`config.mk`:
```
export PLATFORM = sky130hd
export DESIGN_NAME = skt_ctrl
export DESIGN_NICKNAME = d
export VERILOG_FILES = /design/src/hdl/skt_pkg.sv /design/src/hdl/skt_ctrl.sv
export SDC_FILE = /design/constraint.sdc
export NUM_CORES = 1
export LEC_CHECK = 0
export BUFFER_PORTS_ARGS = -buffer_cell sky130_fd_sc_hd__buf_2
export CAP_MARGIN = 20
export CORE_AREA = 3 3 156 158
export CTS_CLUSTER_DIAMETER = 80
export DETAILED_ROUTE_END_ITERATION = 6
export DIE_AREA = 0 0 159 161
export HOLD_SLACK_MARGIN = 0.12
export PLACE_DENSITY = 0.71
export SLEW_MARGIN = 20
export SYNTH_ARGS = -nofsm -noshare
export SYNTH_HDL_FRONTEND = slang
export SYNTH_SLANG_ARGS = --single-unit
```
`constraint.sdc`:
```
create_clock -name clk -period 8.37 [get_ports clk]
set_input_delay 0 -clock clk [delete_from_list [all_inputs] [get_ports clk]]
set_output_delay 0 -clock clk [all_outputs]
set_load 0.01 [all_outputs]
```
`src/hdl/skt_pkg.sv`:
```
// Shared types and constants for the sorted key table.
`timescale 1ns / 1ps
`default_nettype none

package skt_pkg;

    // Operation codes carried by the opcode field
    localparam logic [1:0] OP_INSERT = 2'd0;
    localparam logic [1:0] OP_LOOKUP = 2'd1;
    localparam logic [1:0] OP_CLEAR  = 2'd2;

    // Fixed field widths of the channels and the configuration register
    localparam int OPCODE_W    = 2;
    localparam int ROW_KEY_W   = 32;
    localparam int ROW_PAY_W   = 64;
    localparam int FIRST_IDX_W = 6;
    localparam int COUNT_W     = 7;
    localparam int CAP_W       = 7;

    localparam logic [CAP_W-1:0] CAPACITY_RESET = 7'd64;

    typedef struct packed {
        logic [OPCODE_W-1:0]  opcode;
        logic [ROW_KEY_W-1:0] row_key;
        logic [ROW_PAY_W-1:0] row_payload;
    } req_t;

    typedef struct packed {
        logic                   status;
        logic                   found;
        logic [FIRST_IDX_W-1:0] first_index;
        logic [COUNT_W-1:0]     match_count;
        logic [ROW_PAY_W-1:0]   first_payload;
        logic [COUNT_W-1:0]     rows_held;
    } rsp_t;

    typedef enum logic [2:0] {
        ST_IDLE,
        ST_INS_SCAN,
        ST_INS_HEAD,
        ST_LK_SEARCH,
        ST_LK_COUNT,
        ST_DONE
    } state_t;

endpackage

`default_nettype wire

```
`src/hdl/skt_ctrl.sv`:
```
// Sequencer: walks the row memory for insert and lookup, keeps the row count.
`timescale 1ns / 1ps
`default_nettype none

module skt_ctrl #(
    parameter int DEPTH     = 64,
    parameter int KEY_W     = 32,
    parameter int PAYLOAD_W = 64,
    parameter int AW        = $clog2(DEPTH),
    parameter int CW        = $clog2(DEPTH + 1)
) (
    input  wire logic                        clk,
    input  wire logic                        rst_n,
    input  wire logic                        start,
    input  wire skt_pkg::req_t               req,
    input  wire logic [skt_pkg::CAP_W-1:0]   capacity,
    input  wire logic                        slot_free,
    output logic                             in_ready,
    output logic                             res_valid,
    output skt_pkg::rsp_t                    res,
    output logic                             wr_en,
    output logic      [AW-1:0]               wr_addr,
    output logic      [KEY_W-1:0]            wr_key,
    output logic      [PAYLOAD_W-1:0]        wr_pay,
    output logic                             rd_en,
    output logic      [AW-1:0]               rd_addr,
    input  wire logic [KEY_W-1:0]            rd_key,
    input  wire logic [PAYLOAD_W-1:0]        rd_pay
);

    import skt_pkg::*;

    state_t               state_reg,  state_next;
    logic [CW-1:0]        count_reg,  count_next;
    logic [AW-1:0]        idx_reg,    idx_next;
    logic [KEY_W-1:0]     key_reg,    key_next;
    logic [PAYLOAD_W-1:0] pay_reg,    pay_next;
    logic                 status_reg, status_next;
    logic                 found_reg,  found_next;
    logic [AW-1:0]        first_reg,  first_next;
    logic [CW-1:0]        match_reg,  match_next;
    logic [PAYLOAD_W-1:0] fpay_reg,   fpay_next;

    logic [CW-1:0] idx_inc;
    logic          last_row;
    logic          key_gt;
    logic          key_eq;
    logic          full;

    assign idx_inc  = CW'(idx_reg) + CW'(1);
    assign last_row = (idx_inc >= count_reg);
    assign key_gt   = (rd_key > key_reg);
    assign key_eq   = (rd_key == key_reg);
    assign full     = (32'(count_reg) >= 32'(capacity)) || (32'(count_reg) >= DEPTH);

    // Next state
    always_comb
    begin
        state_next = state_reg;
        case (state_reg)
            ST_IDLE:
            begin
                if (start)
                begin
                    case (req.opcode)
                        OP_INSERT:
                        begin
                            if (full)
                                state_next = ST_DONE;
                            else if (count_reg == '0)
                                state_next = ST_INS_HEAD;
                            else
                                state_next = ST_INS_SCAN;
                        end
                        OP_LOOKUP:
                            state_next = (count_reg == '0) ? ST_DONE : ST_LK_SEARCH;
                        default:
                            state_next = ST_DONE;
                    endcase
                end
            end
            ST_INS_SCAN:
            begin
                if (!key_gt)
                    state_next = ST_DONE;
                else if (idx_reg == '0)
                    state_next = ST_INS_HEAD;
            end
            ST_INS_HEAD:
                state_next = ST_DONE;
            ST_LK_SEARCH:
            begin
                if (key_gt || last_row)
                    state_next = ST_DONE;
                else if (key_eq)
                    state_next = ST_LK_COUNT;
            end
            ST_LK_COUNT:
            begin
                if (!key_eq || last_row)
                    state_next = ST_DONE;
            end
            ST_DONE:
            begin
                if (slot_free)
                    state_next = ST_IDLE;
            end
            default:
                state_next = ST_IDLE;
        endcase
    end

    // Handshake and memory port control
    always_comb
    begin
        in_ready  = 1'b0;
        res_valid = 1'b0;
        wr_en     = 1'b0;
        wr_addr   = '0;
        wr_key    = key_reg;
        wr_pay    = pay_reg;
        rd_en     = 1'b0;
        rd_addr   = '0;
        case (state_reg)
            ST_IDLE:
            begin
                in_ready = 1'b1;
                // insert walks down from the top row, lookup up from row zero
                if (start && (count_reg != '0))
                begin
                    if (req.opcode == OP_INSERT && !full)
                    begin
                        rd_en   = 1'b1;
                        rd_addr = AW'(count_reg - CW'(1));
                    end
                    else if (req.opcode == OP_LOOKUP)
                    begin
                        rd_en = 1'b1;
                    end
                end
            end
            ST_INS_SCAN:
            begin
                wr_en   = 1'b1;
                wr_addr = AW'(idx_inc);
                if (key_gt)
                begin
                    // move the larger row up and fetch the one below it
                    wr_key = rd_key;
                    wr_pay = rd_pay;
                    if (idx_reg != '0)
                    begin
                        rd_en   = 1'b1;
                        rd_addr = idx_reg - AW'(1);
                    end
                end
            end
            ST_INS_HEAD:
                wr_en = 1'b1;
            ST_LK_SEARCH:
            begin
                if (!key_gt && !last_row)
                begin
                    rd_en   = 1'b1;
                    rd_addr = AW'(idx_inc);
                end
            end
            ST_LK_COUNT:
            begin
                if (key_eq && !last_row)
                begin
                    rd_en   = 1'b1;
                    rd_addr = AW'(idx_inc);
                end
            end
            ST_DONE:
                res_valid = 1'b1;
            default:
            begin
            end
        endcase
    end

    // Datapath registers
    always_comb
    begin
        count_next  = count_reg;
        idx_next    = idx_reg;
        key_next    = key_reg;
        pay_next    = pay_reg;
        status_next = status_reg;
        found_next  = found_reg;
        first_next  = first_reg;
        match_next  = match_reg;
        fpay_next   = fpay_reg;
        case (state_reg)
            ST_IDLE:
            begin
                if (start)
                begin
                    key_next    = KEY_W'(req.row_key);
                    pay_next    = PAYLOAD_W'(req.row_payload);
                    status_next = 1'b0;
                    found_next  = 1'b0;
                    first_next  = '0;
                    match_next  = '0;
                    fpay_next   = '0;
                    idx_next    = '0;
                    case (req.opcode)
                        OP_INSERT:
                        begin
                            idx_next    = AW'(count_reg - CW'(1));
                            status_next = full;
                        end
                        OP_CLEAR:
                            count_next = '0;
                        default:
                        begin
                        end
                    endcase
                end
            end
            ST_INS_SCAN:
            begin
                if (!key_gt)
                    count_next = count_reg + CW'(1);
                else if (idx_reg != '0)
                    idx_next = idx_reg - AW'(1);
            end
            ST_INS_HEAD:
                count_next = count_reg + CW'(1);
            ST_LK_SEARCH:
            begin
                if (key_eq)
                begin
                    found_next = 1'b1;
                    first_next = idx_reg;
                    fpay_next  = rd_pay;
                    match_next = CW'(1);
                end
                if (!key_gt && !last_row)
                    idx_next = AW'(idx_inc);
            end
            ST_LK_COUNT:
            begin
                if (key_eq)
                begin
                    match_next = match_reg + CW'(1);
                    if (!last_row)
                        idx_next = AW'(idx_inc);
                end
            end
            default:
            begin
            end
        endcase
    end

    always_ff @(posedge clk or negedge rst_n)
    begin
        if (!rst_n)
        begin
            state_reg <= ST_IDLE;
            count_reg <= '0;
        end
        else
        begin
            state_reg <= state_next;
            count_reg <= count_next;
        end
    end

    always_ff @(posedge clk)
    begin
        idx_reg    <= idx_next;
        key_reg    <= key_next;
        pay_reg    <= pay_next;
        status_reg <= status_next;
        found_reg  <= found_next;
        first_reg  <= first_next;
        match_reg  <= match_next;
        fpay_reg   <= fpay_next;
    end

    assign res.status        = status_reg;
    assign res.found         = found_reg;
    assign res.first_index   = FIRST_IDX_W'(first_reg);
    assign res.match_count   = COUNT_W'(match_reg);
    assign res.first_payload = ROW_PAY_W'(fpay_reg);
    assign res.rows_held     = COUNT_W'(count_reg);

    a_no_rw_collision: assert property (@(posedge clk) disable iff (!rst_n)
        !(wr_en && rd_en && (wr_addr == rd_addr)))
        else $error("row read and write hit the same address");

    a_count_bound: assert property (@(posedge clk) disable iff (!rst_n)
        32'(count_reg) <= DEPTH)
        else $error("row count beyond depth");

    a_write_in_range: assert property (@(posedge clk) disable iff (!rst_n)
        wr_en |-> (32'(wr_addr) <= 32'(count_reg)))
        else $error("row write above the filled region");

    a_refused_insert: assert property (@(posedge clk) disable iff (!rst_n)
        (state_reg == ST_IDLE && start && req.opcode == OP_INSERT && full)
        |=> (status_reg && count_reg == $past(count_reg) && state_reg == ST_DONE))
        else $error("refused insert changed the table");

endmodule

`default_nettype wire

```
==> results_dict.tcl <==
set metrics [dict create \
    status "finished clean" \
    vias_per_cell 5.20 \
    top_layer "met4" \
    syn_to_final_growth_pct 46.9 \
    wl_met3_um 2220 \
    max_cap_violations 0 \
    yosys_warnings 0 \
    drtPass1Iterations 5 \
    rows 56 \
    crit_required_ps 8370 \
    clock_skew_ps 24.9 \
    drt-total-wl_um 32200 \
    postSynthAreaPerCell_sq_um 12.8 \
    min_to "pay_reg[35]" \
    hold_violations 0 \
    cts_buffers 17 \
    drive_above_1_share_pct 36.5 \
    wl_met2_um 16900 \
    ys_ff_latch 191 \
    wl_per_cell_um 19.5 \
    startpoint "key_reg[11]" \
    cts_buffer_depth 2 \
    synthCells 763 \
    clock.fmax_ghz 0.261 \
    drt_iter0_markers 719 \
    yosysSeqAreaShare_pct 58.2 \
    fin_crit_sh_pct 45.7 \
    final.min_clock_period_ps 3830 \
    initial_core_util_pct 42.0 \
    crit_type "register to output pin" \
    die_width_um 159 \
    hpwl_um 21200 \
    cts_tree "done" \
    most-common-layout-cells "buf_2 (402), edfxtp_1 (181), dlygate4sd3_1 (167)" \
    met1_length_um 12400 \
    gr-total-overflow 0 \
    leakagePower_uw 0.00646 \
    dieArea_sq_um 25600 \
    htreeDepth 4 \
    io_buffers 402 \
    arrival_ps 3830 \
    rr_endpoint "state_reg[0]" \
    drv_slew 0 \
    clock-sinks 191 \
    gp_congestion 0.868 \
    fin_setup_tns_ps 0 \
    fin_area_sq_um 14400 \
    setup_violations 0 \
    holdPathStages 2 \
    vias 8585 \
    path_max_fanout 60 \
    tightest_slew_ps 949 \
    min_from "req[35]" \
    cp-end-kind "output pin" \
    synth_area_sq_um 9770 \
    startpoint_type "register" \
    yosysUniqueCellTypes 53 \
    timing.rr.start "key_reg[11]" \
    synth_edf_count 181 \
    whs_ps 275 \
    synthFlopType "edfxtp_1" \
    nets 1578 \
    hold_path.class "input pin to register" \
    core_region_area_sq_um 23300 \
    insertion_delay_ps 440 \
    rsz0062_at_grt "false" \
    fillers 1791 \
    cts_root_buf "clkbuf_16" \
    grt_start_max_net_pins 81 \
    fp.dieH_um 161 \
    relSlewSlack_pct 36.7 \
    place_area_sq_um 12100 \
    r2r_cells 11 \
    power_uw 3860 \
    ios 403 \
    drt.antenna.violating_nets 0 \
    p_per_area_nw_per_um2 269 \
    async_flop_share_pct 5.24 \
    ir_drop_mv 0.170 \
    grt_pass1_vias 8753 \
    clk_pin_slew_ps 80 \
    drc_errors 0 \
    grt_usage_pct 24.5 \
    synth_nets 1021 \
    reg2reg_slack_ps 4820 \
    final_common_cell "buf_2" \
    grt_pass1_wl_um 49700 \
    antenna_found_initial 1 \
]
[cell usage after synthesis (7+ instances only)]
cell type    n  area (sq um)
nand3_1     20           100
nor2_1      41           154
xnor2_1     13           114
edfxtp_1   181          5440
buf_4        8          60.1
clkbuf_1    24          90.1
o21ai_0     21           105
nand4_1      8          50.1
mux2_2      31           349
inv_1       57           214
xor2_1       9          78.8
nor3_1       9          45.0
a31oi_1      7          43.8
mux2_1      65           732
ha_1        53           663
dfrtp_1     10           250
a21oi_1     25           125
nand2_1     38           143
and3_1      75           469
[area by class of cell]
type,count,area (sq um),share of cell area (%)
Timing Repair Buffer,575,3730,26.0
Clock inverter,14,169,1.18
Sequential cell,191,5690,39.6
Inverter,57,216,1.51
Clock buffer,17,425,2.96
Antenna cell,1,2.50,0.0174
Tap cell,319,399,2.78
Multi-Input combinational cell,478,3720,26.0
[how the worst max path moves through the flow]
stage | end | depth (start not counted)
3_3_place_gp | state_reg[0] | 11
2_1_floorplan | first_reg[0] | 6
6_report | rd_addr[2] | 12
4_1_cts | rd_addr[2] | 12
5_1_grt | rd_addr[2] | 12
3_5_place_dp | state_reg[0] | 11
[power by group]
group          internal (uW)  switching [uW]
registers               1290             131
logic                    641             975
clock network            427             397
total                   2360            1500
[logic make-up after synthesis]
group,synth area share (%)
xor gates and xnor gates,1.97
and+or+nand+nor,12.4
buffers and inverters,3.98
adders and majority gates,6.79
AOI/OAI and AO/OA,5.48
muxes,11.2
DFF,58.2
[critical path: stages (launching register included)]
cell      delay [ps]
edfxtp_1         400
inv_1             80
ha_1             250
nand4_1          210
nor2_1            60
a221oi_1         390
a31oi_1          280
o21ai_4          200
buf_4            650
nor2b_1          230
a221oi_1         310
o22ai_1          150
buf_2            160
[metal layers]
metal / up-vias / GRT usage [%]
met5: - / 0
met4: 0 / 6.25
met3: 57 / 4.95
met2: 423 / 44.6
met1: 4159 / 30.0
li1: 3946 / -
[stage by stage]
stage,cells,utilization (%),worst slack (ps)
after floorplan,763,-,1480
after global placement,1453,51.9,4870
after detailed placement,1453,51.9,4800
after CTS,1651,61.7,4480
after global routing,1652,61.7,4220
final,1652,61.7,4540
[repair_timing]
action | 4_1_cts | 5_1_grt
hold endpoints to repair | 181 | 0
hold buffers | 167 | 0
setup buffers | 0 | 0
gates resized for setup | 0 | 0
No activity file was read; power rests on OpenSTA's default activity.
